--- config.mk ---
export PLATFORM = sky130hd
export DESIGN_NAME = amlp_lane
export DESIGN_NICKNAME = d
export VERILOG_FILES = /design/src/design/amlp_pkg.sv /design/src/design/amlp_lane.sv
export SDC_FILE = /design/constraint.sdc
export NUM_CORES = 2
export LEC_CHECK = 0
export BUFFER_PORTS_ARGS = -buffer_cell sky130_fd_sc_hd__buf_2
export CORE_ASPECT_RATIO = 1.25
export CORE_UTILIZATION = 59
export DETAILED_ROUTE_END_ITERATION = 16
export MAX_ROUTING_LAYER = met4
export PLACE_DENSITY_LB_ADDON = 0.3
export RECOVER_POWER = 50
export SKIP_CTS_REPAIR_TIMING = 1
export SLEW_MARGIN = 10
export SYNTH_ARGS = -nofsm -noshare
export SYNTH_HDL_FRONTEND = slang
export SYNTH_SLANG_ARGS = --single-unit
export TNS_END_PERCENT = 10
--- constraint.sdc ---
create_clock -name aclk -period 7.29 [get_ports aclk]
set_input_delay 1.458 -clock aclk [delete_from_list [all_inputs] [get_ports aclk]]
set_output_delay 1.458 -clock aclk [all_outputs]
set_load 0.01 [all_outputs]
--- src/design/amlp_pkg.sv ---
// Shared types and constants for the accelerometer magnitude low-pass block.
package amlp_pkg;

    localparam int unsigned CFG_INDEX_W = 2;
    localparam int unsigned CFG_DATA_W  = 24;

    localparam logic [CFG_INDEX_W-1:0] REG_SCALE_FACTOR = 2'd0;
    localparam logic [CFG_INDEX_W-1:0] REG_COEF_PREV_FILT = 2'd1;
    localparam logic [CFG_INDEX_W-1:0] REG_COEF_PREV_MAG = 2'd2;

    localparam logic [23:0] SCALE_FACTOR_RESET = 24'd160578;
    localparam logic [15:0] COEF_PREV_FILT_RESET = 16'd29256;
    localparam logic [15:0] COEF_PREV_MAG_RESET = 16'd1756;

    localparam logic [16:0] Q15_ONE = 17'd32768;

    localparam int unsigned NUM_AXES = 3;

    typedef struct packed {
        logic signed [15:0] raw_x;
        logic signed [15:0] raw_y;
        logic signed [15:0] raw_z;
    } in_item_t;

    typedef struct packed {
        logic signed [31:0] scaled_x;
        logic signed [31:0] scaled_y;
        logic signed [31:0] scaled_z;
        logic [31:0]        magnitude;
        logic [31:0]        filtered_magnitude;
    } out_item_t;

    typedef struct packed {
        logic prod_en;
        logic acc_en;
    } filt_ctl_t;

    typedef enum logic [2:0] {
        ST_IDLE,
        ST_MERGE,
        ST_ROOT,
        ST_MAG,
        ST_PROD,
        ST_ACC,
        ST_OUT
    } state_t;

endpackage

--- src/design/amlp_lane.sv ---
// One axis lane: scaled axis value and the square of the raw count.
module amlp_lane import amlp_pkg::*; (
    input  logic               aclk,
    input  logic               load,
    input  logic signed [15:0] raw,
    input  logic [23:0]        scale,
    output logic signed [31:0] scaled,
    output logic [31:0]        square
);

    logic signed [40:0] scale_prod;
    logic signed [31:0] raw_sq;
    logic signed [31:0] scaled_reg;
    logic [31:0]        square_reg;

    assign scale_prod = raw * $signed({1'b0, scale});
    assign raw_sq     = raw * raw;

    // Arithmetic shift right by 8 floors towards minus infinity
    always_ff @(posedge aclk) begin
        if (load) begin
            scaled_reg <= scale_prod[39:8];
            square_reg <= $unsigned(raw_sq);
        end
    end

    assign scaled = scaled_reg;
    assign square = square_reg;

endmodule

==> reports/qor.yml <==
status: "complete, but fails checks"
failed_checks: "max-capacitance violations, max-slew violations"
drt_iter0_drc: 970
dr.pass1.iters: 5
end_kind: "flop"
grt_max_degree: 64
place.gp.congestion: 0.947
overflow: 0
num-nets-final: 3646
met1_usage: 0.323
synth-async-reset-ratio: 0
viasPerCell: 5.32
startpoint_type: "primary input"
crit_fanout: 8
finalSetupViolations: 0
max_slew_margin: -1.58
drc: 0
ys_seq_elements: 63
syn_nets: 3342
yosys.area.top_type: "fa_1"
period_share: 0.981
synthTopCellsByArea: "fa_1 (46%), ha_1 (11%), inv_1 (11%), edfxtp_1 (8.1%), and2_1 (5.2%)"
dieArea_um2: 40500
worstMarginPinSlew_ns: 3.86
synth_area_per_cell_um2: 9.23
hpwl_um: 47100
antenna_found_initial: 3
layout-drive-gt1-share: 0.147
path_clk_slew_ns: 0.05
grt_pass1_vias: 20200
die_x_um: 180
cts.sinks: 63
area_growth_pct: 14.9
yosysWarnings: 0
finalMaxSlewViolations: 64
root_buffer: "clkbuf_16"
wirelength_um: 55200
syn_inst: 2541
cts_buffers: 9
grt_setup_unrepaired: "yes"
synth_top_area_frac: 0.465
period_needed_ns: 7.15
critPathRequiredTime_ns: 7.43
wl_per_cell_um: 16.5
route.antenna.remaining_nets: 0
critPathArrivalTime_ns: 7.29
clk_path_buf_depth: 2
final_core_util: 0.689
synth_cell_types: 63
worstSetupPathType: "primary input to flop"
cts_max_level: 3
via_count: 17800
cts_tree: "done"
port_buffers: 104
die_y_um: 225
max_freq_mhz: 140
io_pins: 106
crit_path_start: "raw[13]"
holdCritPathClass: "primary input to flop"
row_count: 81
fill_cells: 3033
start_util: 0.599
synth_edf_count: 63
met2_usage: 0.546
hp-start: "raw[1]"
grt.busiest_layer: "met2"
drv_cap: 1
use_met3: 0.0376
finalHoldViolCount: 0
synth_top_flop_cell: "edfxtp_1"
grt_pass1_wl_um: 92900
grt_use_total: 0.302
netlist_area_um2: 23400
fp.coreArea_um2: 39100
largest_register_ffs: 32
ys_seq_area_frac: 0.0807
[cells in the mapped netlist, drive strengths merged (5+ instances only)]
master  number
o21ai       25
o21bai       5
nor2b       14
nand3       16
o21a        10
inv        715
xnor2       44
xor2        15
a21o        18
a21oi       43
nor2        80
edfxtp      63
a21boi       5
nand2b      19
nor4         7
fa         544
nand2      310
and2       196
ha         215
or3          6
nor3        19
clkbuf      97
and3        10
[worst paths after layout]
path	endpoint	slack [ns]	cells past startpoint
hold / removal	square[2]	1.76	3
setup / recovery	scaled[23]	0.14	20
[critical path, stage by stage]
cell and delay, ns:
buf_12 0.10, buf_12 0.13, and2_4 0.14, fa_1 0.51, fa_1 0.59, fa_1 0.46
fa_1 0.52, fa_1 0.54, inv_2 0.04, fa_1 0.51, inv_2 0.05, ha_4 0.24
a21o_1 0.15, a21o_1 0.16, a221o_1 0.31, or3_4 0.43, o211ai_2 0.22, a21boi_2 0.11
or4_1 0.48, o2111a_1 0.13
[layout by cell type (no fill, tap or decap), drive strengths merged, types with 6 or more instances in the layout]
cell and count:
a21o 18, nor2 80, o21ai 25, nor3 19
and3 10, o21a 10, ha 215, fa 544
buf 355, or3 6, clkbuf 48, nand3 16
edfxtp 63, xor2 15, nand2 310, nor2b 14
and2 196, nand2b 19, nor4 7, inv 715
xnor2 44, a21oi 43
[logic make-up after synthesis]
kind of cell | Yosys count | share of synthesized area
muxes | 1 | 0.000427
buffers and inverters | 815 | 0.131
adders and majority gates | 759 | 0.579
AOI/OAI and AO/OA | 148 | 0.0434
DFF | 63 | 0.0807
xor gates and xnor gates | 59 | 0.0220
other | 1 | 0.000160
and+or+nand+nor | 695 | 0.143
[layer usage]
metal,wire [µm],up-vias,part of all wire
met5,0,-,0
met4,2820,0,0.051
met3,2500,180,0.045
met2,30200,569,0.55
met1,19800,9023,0.36
li1,-,8040,-
[stage by stage]
step                      worst slack, ns  std cells  setup TNS, ns  hold WS [ns]  cell area [µm²]
final                               0.136       3349              0          1.76            26900
after global routing              -0.0380       3348        -0.0860          1.76            26900
after CTS                          0.0286       3329              0          1.58            26600
after detailed placement           -0.368       3316          -5.75          1.87            26400
after global placement             -0.213       3316          -2.70          1.87            26400
after floorplan                 -0.000658       2541      -0.000658          1.56            23600
[cell type report]
| class | instances | area [µm²] | area share |
|---|---|---|---|
| inverter | 715 | 2690 | 0.0998 |
| clock inverter | 3 | 13.8 | 0.000511 |
| timing repair buffer | 393 | 2890 | 0.107 |
| antenna | 4 | 10.0 | 0.000371 |
| tap | 498 | 623 | 0.0231 |
| clock buffer | 10 | 229 | 0.00850 |
| multi-input combinational | 1663 | 18600 | 0.690 |
| sequential | 63 | 1890 | 0.0702 |
Power is left out: the tool's default activity adds up to more than one toggle a clock period on the data nets, which glitch-free logic cannot reach.
