### config.mk
export PLATFORM = sky130hd
export DESIGN_NAME = amlp_filter
export DESIGN_NICKNAME = d
export VERILOG_FILES = /design/src/design/amlp_pkg.sv /design/src/design/amlp_filter.sv
export SDC_FILE = /design/constraint.sdc
export NUM_CORES = 2
export LEC_CHECK = 0
export ABC_AREA = 1
export BUFFER_PORTS_ARGS = -buffer_cell sky130_fd_sc_hd__buf_2
export CAP_MARGIN = 5
export CORE_MARGIN = 2
export CORE_UTILIZATION = 60
export CTS_BUF_LIST = sky130_fd_sc_hd__clkbuf_16
export DETAILED_ROUTE_END_ITERATION = 8
export PLACE_DENSITY = 0.8
export SYNTH_ARGS = -nofsm -noshare
export SYNTH_HDL_FRONTEND = slang
export SYNTH_SLANG_ARGS = --single-unit
### constraint.sdc
create_clock -name aclk -period 22 [get_ports aclk]
set_input_delay 3.3 -clock aclk [delete_from_list [all_inputs] [get_ports aclk]]
set_output_delay 3.3 -clock aclk [all_outputs]
set_load 0.005 [all_outputs]
### src/design/amlp_pkg.sv
// Shared types and constants for the accelerometer magnitude low-pass block.
package amlp_pkg;

    localparam int unsigned CFG_INDEX_W = 2;
    localparam int unsigned CFG_DATA_W  = 24;

    localparam logic [CFG_INDEX_W-1:0] REG_SCALE_FACTOR = 2'd0;
    localparam logic [CFG_INDEX_W-1:0] REG_COEF_PREV_FILT = 2'd1;
    localparam logic [CFG_INDEX_W-1:0] REG_COEF_PREV_MAG = 2'd2;

    localparam logic [23:0] SCALE_FACTOR_RESET = 24'd160578;
    localparam logic [15:0] COEF_PREV_FILT_RESET = 16'd29256;
    localparam logic [15:0] COEF_PREV_MAG_RESET = 16'd1756;

    localparam logic [16:0] Q15_ONE = 17'd32768;

    localparam int unsigned NUM_AXES = 3;

    typedef struct packed {
        logic signed [15:0] raw_x;
        logic signed [15:0] raw_y;
        logic signed [15:0] raw_z;
    } in_item_t;

    typedef struct packed {
        logic signed [31:0] scaled_x;
        logic signed [31:0] scaled_y;
        logic signed [31:0] scaled_z;
        logic [31:0]        magnitude;
        logic [31:0]        filtered_magnitude;
    } out_item_t;

    typedef struct packed {
        logic prod_en;
        logic acc_en;
    } filt_ctl_t;

    typedef enum logic [2:0] {
        ST_IDLE,
        ST_MERGE,
        ST_ROOT,
        ST_MAG,
        ST_PROD,
        ST_ACC,
        ST_OUT
    } state_t;

endpackage

### src/design/amlp_filter.sv
// First-order low-pass over the magnitude, with its history registers.
module amlp_filter import amlp_pkg::*; (
    input  logic        aclk,
    input  logic        aresetn,
    input  filt_ctl_t   ctl,
    input  logic [15:0] coef_a,
    input  logic [15:0] coef_b,
    input  logic [31:0] mag,
    output logic [31:0] filtered
);

    logic [31:0] prev_mag_reg;
    logic [31:0] prev_filt_reg;
    logic [47:0] pa_reg, pb_reg, pc_reg;
    logic [16:0] sum_ab;
    logic [15:0] coef_c;
    logic [49:0] acc;
    logic [34:0] acc_sh;
    logic [31:0] filt_next;

    assign sum_ab = {1'b0, coef_a} + {1'b0, coef_b};
    // Weights above one in total leave nothing for the current magnitude
    assign coef_c = (sum_ab > Q15_ONE) ? 16'd0 : 16'(Q15_ONE - sum_ab);

    always_ff @(posedge aclk) begin
        if (ctl.prod_en) begin
            pa_reg <= coef_a * prev_filt_reg;
            pb_reg <= coef_b * prev_mag_reg;
            pc_reg <= coef_c * mag;
        end
    end

    assign acc       = 50'(pa_reg) + 50'(pb_reg) + 50'(pc_reg);
    assign acc_sh    = acc[49:15];
    assign filt_next = (acc_sh[34:32] != 3'd0) ? 32'hFFFF_FFFF : acc_sh[31:0];

    always_ff @(posedge aclk) begin
        if (!aresetn) begin
            prev_mag_reg  <= '0;
            prev_filt_reg <= '0;
        end else if (ctl.acc_en) begin
            prev_mag_reg  <= mag;
            prev_filt_reg <= filt_next;
        end
    end

    assign filtered = prev_filt_reg;

endmodule
==> summary.md <==
| Metric | Value |
|---|---|
| Average wire per standard cell | `20.4 microns` |
| Total I/O pin count | `100` |
| Maxcap violations | `0` |
| Setup TNS | `0 ns` |
| Synth area leaders | `fa_1 42%, inv_1 12%, nand2_1 10%, ha_1 8.6%, edfxtp_1 7.0%` |
| Arr. time, crit path | `12.84 ns` |
| Number of buffers created by CTS | `24` |
| Wire length on met2 | `87000 microns` |
| Final Critical Period | `12.56 ns` |
| Full die area | `105000 sq um` |
| Worst slew pin tran | `1.27 ns` |
| Register bit total from synthesis | `208` |
| End of the worst hold path | `prev_mag_reg[6]$_SDFFE_PN0P_` |
| Largest net degree at the start of global routing | `244` |
| Final Max Slew Viols | `0` |
| Sequential area share after synthesis | `0.0910` |
| Residual DRC | `0` |
| Crit Path Max Fanout | `243` |
| Top-area cell type share of the netlist area | `0.423` |
| DP HPWL | `152000 microns` |
| Post-synth EDFFs | `144` |
| Post-CTS sizing | `0` |
| FILL cells | `8809` |
| Clock skew | `0.0234 ns` |
| Worst r2r path cells | `21` |
| Post-CTS setup buffer count | `0` |
| Area leader, netlist | `fa_1` |
| CP endpoint kind | `flip-flop` |
| Initial antenna violation count | `6` |
| CTS clk-pin slew, worst paths | `0.07 ns` |
| CTS tree | `done` |
| Most frequent cell after synthesis | `inv_1` |
| Clk root buf | `clkbuf_16` |
| Sink Count | `208` |
| Netlist cell types | `51` |
| Flop2flop setup slack | `14.76 ns` |
| WL met1 | `70300 microns` |
| Storage cell area | `5610 sq um` |
| Drt first-iter violations | `4258` |
| R2R Path Start | `filtered[13]$_SDFFE_PN0P_` |
| Final worst-path cycle share | `0.571` |
| Routed vias | `51.0k` |
| PortBufs | `99` |
| Share of layout cells above drive strength 1 | `0.0310` |
| Htree depth | `1` |
| Antenna viol nets, final | `0` |
| Area occupied by multi-input gates | `47400 sq um` |
| Hold path depth | `2` |
| Synth Net Count | `9547` |
| Asr flop ratio synth | `0` |
| Cts hold-fix bufs | `0` |
| Die Wd | `324 microns` |
| CP Class | `in2reg` |
| DRT Pass-1 Iters | `6` |
| First-pass GRT wire length | `292000 microns` |
| Top routing layer in use | `met5` |
| CP startpoint kind | `primary input` |
| Clk buf depth | `3` |
| Vias in the first global route | `54.0k` |
| Syn Inst Count | `7753` |
| GRT Residual Overflow | `0` |
| Syn avg cell area | `7.94 sq um` |
| Gr usage total | `0.354` |
| Hold_sp | `prev_mag_reg[6]$_SDFFE_PN0P_` |
| Type of the worst min-delay path | `reg2reg` |
| Worst reg2reg endpoint | `pa_reg[33]$_DFFE_PP_` |
| Via-to-Cell Ratio | `5.68` |
| Met3 WL | `15200 microns` |
| Most frequent cells after synthesis | `1902 x inv_1, 1661 x nand2_1, 1302 x fa_1` |
| CP peak stage delay | `0.71 ns` |
| Final Hold Fails | `0` |
| Core area | `102000 sq um` |
| Initial Utilization | `0.605` |
| Final setup viols | `0` |
| Slowest-stage cell, CP | `buf_12` |
| Unrepaired setup endpoints after global routing | `false` |
| Skew-Pair Late Insertion Delay | `0.55 ns` |
| Synth warnings | `0` |
| Worst relative slew slack | `0.154` |
| Status | `complete, no violations` |
| Area Growth Syn to Fin | `3.42%` |
| Most used cell, CP | `fa_1` |
| Main flop type after synthesis | `edfxtp_1` |
| Mapped cell area | `61600 sq um` |
| Layout Nets | `9383` |
| FP Rows | `117` |
| Vert. Die Dim | `324 microns` |
| Worst path required time | `22.27 ns` |
| Fmax achieved | `79.6 MHz` |
| WL final | `183000 microns` |
| Global placement routability congestion | `1.02` |
| Ant. Diodes | `0` |
## final cells by class
class	count	share of cell area
Clock inverter	20	0.00324
Tap cell	1368	0.0269
Multi-Input combinational cell	5283	0.745
Timing Repair Buffer	160	0.0153
Sequential cell	208	0.0880
Inverter	1912	0.113
Clock buffer	24	0.00943
## cell families (layout without fill, tap and decap cells)
family / after synthesis / after routing / share of synthesized area
buffers and inverters: 2262 / 2116 / 0.139
adders and majority gates: 1726 / 1726 / 0.509
DFF: 208 / 208 / 0.0910
and+or+nand+nor: 2807 / 2807 / 0.185
AOI/OAI and AO/OA: 589 / 589 / 0.0520
xor gates and xnor gates: 161 / 161 / 0.0230
## how the worst max path moves through the flow
| stage | start | cells past startpoint | endpoint | slack (ns) |
|---|---|---|---|---|
| after global routing | coef_b[0] | 34 | pc_reg[44]$_DFFE_PP_ | 8.82 |
| after global placement | coef_b[0] | 34 | pc_reg[44]$_DFFE_PP_ | 9.23 |
| final | coef_b[0] | 34 | pc_reg[44]$_DFFE_PP_ | 9.44 |
| after detailed placement | coef_b[0] | 34 | pc_reg[44]$_DFFE_PP_ | 9.02 |
| after floorplan | coef_a[0] | 35 | pc_reg[44]$_DFFE_PP_ | 11.75 |
| after CTS | coef_b[0] | 34 | pc_reg[44]$_DFFE_PP_ | 9.54 |
## critical path, delay by kind of cell
| kind | cells | cell delay (ns) |
|---|---|---|
| adders and majority gates | 10 | 4.16 |
| xor gates and xnor gates | 1 | 0.07 |
| and+or+nand+nor | 14 | 3.35 |
| buffers and inverters | 8 | 1.65 |
| AOI/OAI and AO/OA | 1 | 0.16 |
## layer usage
metal	GRT usage	up-vias
li1	-	22610
met1	0.458	25221
met2	0.592	2635
met3	0.0463	529
met5	0	-
met4	0.167	2
## stage by stage
step / setup WS (ns) / util / std cells / area (sq um) / hold WS (ns)
5_1_grt: 8.82 / 0.626 / 8975 / 63700 / 0.610
3_5_place_dp: 9.02 / 0.618 / 8931 / 62900 / 0.560
4_1_cts: 9.54 / 0.626 / 8975 / 63700 / 0.565
3_3_place_gp: 9.23 / 0.618 / 8931 / 62900 / 0.523
2_1_floorplan: 11.75 / - / 7753 / 61600 / 0.661
6_report: 9.44 / 0.626 / 8975 / 63700 / 0.567
## placed cells by master, fill, tap and decap left out, types with 12 or more instances in the layout
cell	Yosys	final
inv_1	1902	1905
clkinv_1	10	12
buf_2	46	98
clkbuf_16	0	24
nor2_2	12	12
o21bai_1	25	25
nor3_1	36	36
dfxtp_1	64	64
a21oi_1	265	265
nor4_1	21	21
nand3_1	421	421
xnor2_1	52	52
buf_4	2	60
a21o_1	14	14
o21ai_0	204	204
xor2_1	108	106
nor2_1	591	591
a21boi_0	12	12
fa_1	1302	1302
nand2_1	1661	1660
ha_1	424	424
nand4_1	31	31
edfxtp_1	144	144
a31oi_1	45	45
Power is left out: the tool's default activity adds up to more than one toggle a clock period on the data nets, which glitch-free logic cannot reach.
