--- config.mk ---
export PLATFORM = sky130hd
export DESIGN_NAME = amlp_isqrt
export DESIGN_NICKNAME = d
export VERILOG_FILES = /design/src/design/amlp_pkg.sv /design/src/design/amlp_isqrt.sv
export SDC_FILE = /design/constraint.sdc
export NUM_CORES = 1
export LEC_CHECK = 0
export BUFFER_PORTS_ARGS = -buffer_cell sky130_fd_sc_hd__buf_2
export CORE_UTILIZATION = 52
export CTS_BUF_LIST = sky130_fd_sc_hd__clkbuf_4 sky130_fd_sc_hd__clkbuf_8
export DETAILED_ROUTE_END_ITERATION = 8
export PLACE_DENSITY = 0.76
export SYNTH_ARGS = -nofsm -noshare
export SYNTH_HDL_FRONTEND = slang
export SYNTH_SLANG_ARGS = --single-unit
--- constraint.sdc ---
create_clock -name aclk -period 2.4 [get_ports aclk]
set_input_delay 0.6 -clock aclk [delete_from_list [all_inputs] [get_ports aclk]]
set_output_delay 0.6 -clock aclk [all_outputs]
set_load 0.01 [all_outputs]
--- src/design/amlp_pkg.sv ---
// Shared types and constants for the accelerometer magnitude low-pass block.
package amlp_pkg;

    localparam int unsigned CFG_INDEX_W = 2;
    localparam int unsigned CFG_DATA_W  = 24;

    localparam logic [CFG_INDEX_W-1:0] REG_SCALE_FACTOR = 2'd0;
    localparam logic [CFG_INDEX_W-1:0] REG_COEF_PREV_FILT = 2'd1;
    localparam logic [CFG_INDEX_W-1:0] REG_COEF_PREV_MAG = 2'd2;

    localparam logic [23:0] SCALE_FACTOR_RESET = 24'd160578;
    localparam logic [15:0] COEF_PREV_FILT_RESET = 16'd29256;
    localparam logic [15:0] COEF_PREV_MAG_RESET = 16'd1756;

    localparam logic [16:0] Q15_ONE = 17'd32768;

    localparam int unsigned NUM_AXES = 3;

    typedef struct packed {
        logic signed [15:0] raw_x;
        logic signed [15:0] raw_y;
        logic signed [15:0] raw_z;
    } in_item_t;

    typedef struct packed {
        logic signed [31:0] scaled_x;
        logic signed [31:0] scaled_y;
        logic signed [31:0] scaled_z;
        logic [31:0]        magnitude;
        logic [31:0]        filtered_magnitude;
    } out_item_t;

    typedef struct packed {
        logic prod_en;
        logic acc_en;
    } filt_ctl_t;

    typedef enum logic [2:0] {
        ST_IDLE,
        ST_MERGE,
        ST_ROOT,
        ST_MAG,
        ST_PROD,
        ST_ACC,
        ST_OUT
    } state_t;

endpackage

--- src/design/amlp_isqrt.sv ---
// Bit-serial integer square root, one result bit per cycle.
module amlp_isqrt import amlp_pkg::*; #(
    parameter int unsigned ROOT_W = 24
) (
    input  logic                aclk,
    input  logic                aresetn,
    input  logic                start,
    input  logic [2*ROOT_W-1:0] radicand,
    output logic [ROOT_W-1:0]   root,
    output logic                done
);

    localparam int unsigned CNT_W = $clog2(ROOT_W + 1);

    logic [2*ROOT_W-1:0] rad_reg, rad_next;
    logic [ROOT_W:0]     rem_reg, rem_next;
    logic [ROOT_W-1:0]   root_reg, root_next;
    logic [CNT_W-1:0]    cnt_reg, cnt_next;
    logic                busy_reg, busy_next;
    logic                done_reg, done_next;
    logic [ROOT_W+2:0]   rem_sh;
    logic [ROOT_W+2:0]   trial;
    logic [ROOT_W+2:0]   diff;

    assign rem_sh = {rem_reg, rad_reg[2*ROOT_W-1 -: 2]};
    assign trial  = {1'b0, root_reg, 2'b01};
    assign diff   = rem_sh - trial;

    always_comb begin
        rad_next  = rad_reg;
        rem_next  = rem_reg;
        root_next = root_reg;
        cnt_next  = cnt_reg;
        busy_next = busy_reg;
        done_next = 1'b0;
        if (start) begin
            rad_next  = radicand;
            rem_next  = '0;
            root_next = '0;
            cnt_next  = CNT_W'(ROOT_W);
            busy_next = 1'b1;
        end else if (busy_reg) begin
            rad_next = rad_reg << 2;
            cnt_next = cnt_reg - 1'b1;
            if (rem_sh >= trial) begin
                rem_next  = diff[ROOT_W:0];
                root_next = {root_reg[ROOT_W-2:0], 1'b1};
            end else begin
                rem_next  = rem_sh[ROOT_W:0];
                root_next = {root_reg[ROOT_W-2:0], 1'b0};
            end
            if (cnt_reg == CNT_W'(1)) begin
                busy_next = 1'b0;
                done_next = 1'b1;
            end
        end
    end

    always_ff @(posedge aclk) begin
        if (!aresetn) begin
            busy_reg <= 1'b0;
            done_reg <= 1'b0;
            cnt_reg  <= '0;
        end else begin
            busy_reg <= busy_next;
            done_reg <= done_next;
            cnt_reg  <= cnt_next;
        end
    end

    always_ff @(posedge aclk) begin
        rad_reg  <= rad_next;
        rem_reg  <= rem_next;
        root_reg <= root_next;
    end

    assign root = root_reg;
    assign done = done_reg;

endmodule

==> flow_metrics.py <==
metrics = {
    "status": {
        "status": "finished, violations left",
        "violations": "negative setup slack",
    },
    "route": {
        "drc": 0,
        "vias": 4339,
        "wl_mm": 12.3,
        "drt_iter0_drc": 228,
        "via_per_inst": 5.44,
        "ant_nets": 0,
        "wire_per_inst_um": 15.5,
        "dr.pass1.iters": 5,
    },
    "sta": {
        "setup_tns_ps": -1780,
        "skew_ps": 13.2,
        "finalHoldViolCount": 0,
        "setup_violations": 24,
        "max-slew-margin-rel": 0.697,
        "min_period_over_period": 1.05,
        "rsz0062_at_grt": "yes",
        "max_freq_mhz": 397,
        "fin_crit_ps": 2520,
        "layout_setup_ws_ps": -119,
        "timing.final.max_slew_violations": 0,
        "worst_pin_slew_ps": 454,
    },
    "synthesis": {
        "synth_top_area_cell": "edfxtp_1",
        "synth_area_leaders": "edfxtp_1, dfxtp_1, mux2_2",
        "synth-main-ff-cell": "dfxtp_1",
        "syn_inst": 525,
        "postSynthRegisterBits": 104,
        "yosysUniqueCellTypes": 51,
        "synth_edf_count": 48,
        "avgSynthCellArea_um2": 10.6,
        "yosys_warnings": 0,
        "synth-async-reset-ratio": 0,
        "synth_area_um2": 5570,
        "syn_nets": 604,
        "ys_seq_area_frac": 0.460,
        "synth_top_area_share": 0.259,
    },
    "clock_network": {
        "cts_buffers": 9,
        "clk_pin_slew_ps": 100,
        "cts_hold_buf": 0,
        "clock_latency_ps": 370,
        "ctsLongestPathBuffers": 2,
        "cts.sinks": 104,
        "h-tree-depth": 3,
        "cts_root_buffer": "clkbuf_8",
        "cts_tree": "built",
    },
    "placement": {
        "gp_congestion": 0.889,
        "hpwl_mm": 8.62,
        "port_buffers": 75,
    },
    "setup_path": {
        "critPathKind": "flip-flop to flip-flop",
        "regToRegStartpoint": "root[7]$_SDFFE_PP0P_",
        "crit_start": "root[7]$_SDFFE_PP0P_",
        "crit_arrival_ps": 2750,
        "crit_required_ps": 2640,
        "slowest_delay_ps": 400,
        "crit_chain": "inv_2 > ha_4 > buf_6 > a31oi_2 > o32a_1 > a211oi_4 > nor2_4 > o21bai_4 > buf_12 > buf_12 > mux2i_1 > a211oi_1",
        "cp_top_family": "compound AO/OA/AOI/OAI gates",
        "worstPathMaxFanout": 5,
        "critPathSlowestCell": "o32a_1",
        "cp-start-kind": "flip-flop",
        "cp-end-kind": "flip-flop",
        "cpMostUsedCell": "buf_12",
        "path_buf_inv": 4,
    },
    "floorplanning": {
        "die_area_um2": 11100,
        "die_w_um": 105,
        "rows": 37,
        "ios": 76,
        "initial_core_util": 0.537,
        "dieHeight_um": 105,
        "core_um2": 10400,
    },
    "grt": {
        "grt_usage": 0.231,
        "grt_pass1_wl_mm": 20.5,
        "grt_pass1_vias": 4497,
        "grt-ovfl-total": 0,
        "grt_start_max_net_pins": 51,
        "antenna_found_initial": 0,
    },
    "power_and_ir_drop": {
        "fin_total_pwr_uw": 8200,
        "ir_drop_uv": 993,
        "leakage_uw": 0.00299,
        "powerDensity_nw_per_um2": 1160,
    },
    "layout": {
        "largest_reg_flops": 48,
        "drive_above_1_share": 0.392,
        "n_antenna_cell": 0,
        "area_growth_syn_to_layout_pct": 26.5,
        "final_core_util": 0.679,
        "layout.nets": 735,
    },
    "min_path": {
        "hp-class": "flip-flop to flip-flop",
        "hp-start": "rem_reg[23]$_SDFFE_PP0P_",
    },
    "run": {
        "drv_cap": 0,
    },
}
[cells in the final DEF (no fill, tap or decap), types with 10 or more instances in the layout]
| master | n |
|---|---|
| mux2i_1 | 38 |
| a211oi_1 | 17 |
| clkbuf_8 | 10 |
| dfxtp_2 | 11 |
| a21oi_1 | 14 |
| nand2_1 | 21 |
| nor2_1 | 58 |
| ha_1 | 21 |
| buf_4 | 62 |
| mux2_2 | 46 |
| edfxtp_1 | 48 |
| inv_1 | 33 |
| dfxtp_1 | 45 |
| buf_2 | 74 |
| xnor2_1 | 20 |
[report_power, final]
group	internal, uW	switching [uW]	total (uW)
logic	2660	2270	4930
registers	2090	147	2240
clock network	425	605	1030
[area by class of cell]
type / instances / area, um^2
tap: 136 / 170
clock inverter: 5 / 38.8
inverter: 37 / 139
fill: 787 / 3330
multi-input combinational: 360 / 2980
clock buffer: 11 / 145
sequential: 104 / 2580
timing repair buffer: 144 / 993
[cell usage after synthesis, types with 2 or more instances]
library cell	instances
mux2i_1	41
edfxtp_1	48
a32oi_1	3
buf_8	2
o22ai_1	3
nand4_1	3
ha_1	28
a311oi_1	3
and3_1	5
nand2_1	22
a21boi_0	2
mux2_2	46
a31oi_1	5
and2_1	2
a211o_1	2
xor2_1	7
o21ai_0	14
a21oi_1	15
a211oi_1	20
clkbuf_1	13
buf_1	8
o211ai_1	2
nor3_1	8
nor2b_1	5
dfxtp_1	56
o21a_1	2
a31o_2	3
xnor2_1	20
a21o_1	9
inv_1	36
nand3_1	10
a221oi_1	2
nand2b_1	5
nor2_1	58
[worst reg2reg max path: stages, from the launching register on]
cell and delay [ps]:
dfxtp_2 350, inv_2 50, ha_4 290, buf_6 110, a31oi_2 90, o32a_1 400, a211oi_4 310, nor2_4 70
o21bai_4 150, buf_12 150, buf_12 120, mux2i_1 220, a211oi_1 90
[per-layer routing]
metal | track usage | vias to the layer above | part of all wire
met5 | 0 | - | 0
met4 | 0.0755 | 0 | 0.020
met3 | 0.0544 | 26 | 0.041
li1 | - | 2149 | -
met1 | 0.270 | 2070 | 0.44
met2 | 0.414 | 94 | 0.50
[worst paths after layout]
kind / cells past startpoint / end / slack [ps]
worst max-delay path: 12 / rem_reg[9]$_SDFFE_PP0P_ / -120
worst min-delay path: 2 / rem_reg[23]$_SDFFE_PP0P_ / 480
worst max register to register: 12 / rem_reg[9]$_SDFFE_PP0P_ / -120
worst min register to register: 2 / rem_reg[23]$_SDFFE_PP0P_ / 480
[metrics by stage]
| step | setup WS (ps) | instance area, um^2 | cells | hold WS [ps] |
|---|---|---|---|---|
| final | -119 | 7040 | 797 | 480 |
| after floorplan | 0.725 | 5630 | 525 | 437 |
| after global routing | -235 | 7040 | 797 | 492 |
| after detailed placement | -106 | 6510 | 766 | 461 |
| after CTS | -67.4 | 6920 | 793 | 475 |
| after global placement | 12.9 | 6510 | 766 | 460 |
[logic make-up after synthesis]
| logic type | count (synthesis) | synth area share |
|---|---|---|
| xor+xnor | 27 | 0.0425 |
| simple gates | 123 | 0.100 |
| flops | 104 | 0.460 |
| fa+ha+maj | 28 | 0.0629 |
| mux | 88 | 0.169 |
| buf+inv | 61 | 0.0454 |
| compound gates | 94 | 0.120 |
[timing repair]
action                                  in CTS  in global routing
cloned                                       2                  0
setup buffers                                9                  4
resized for setup                           21                 22
endpoints found under the setup margin      25                 26
pin swaps                                   24                 14
No activity file was read; power rests on OpenSTA's default activity.
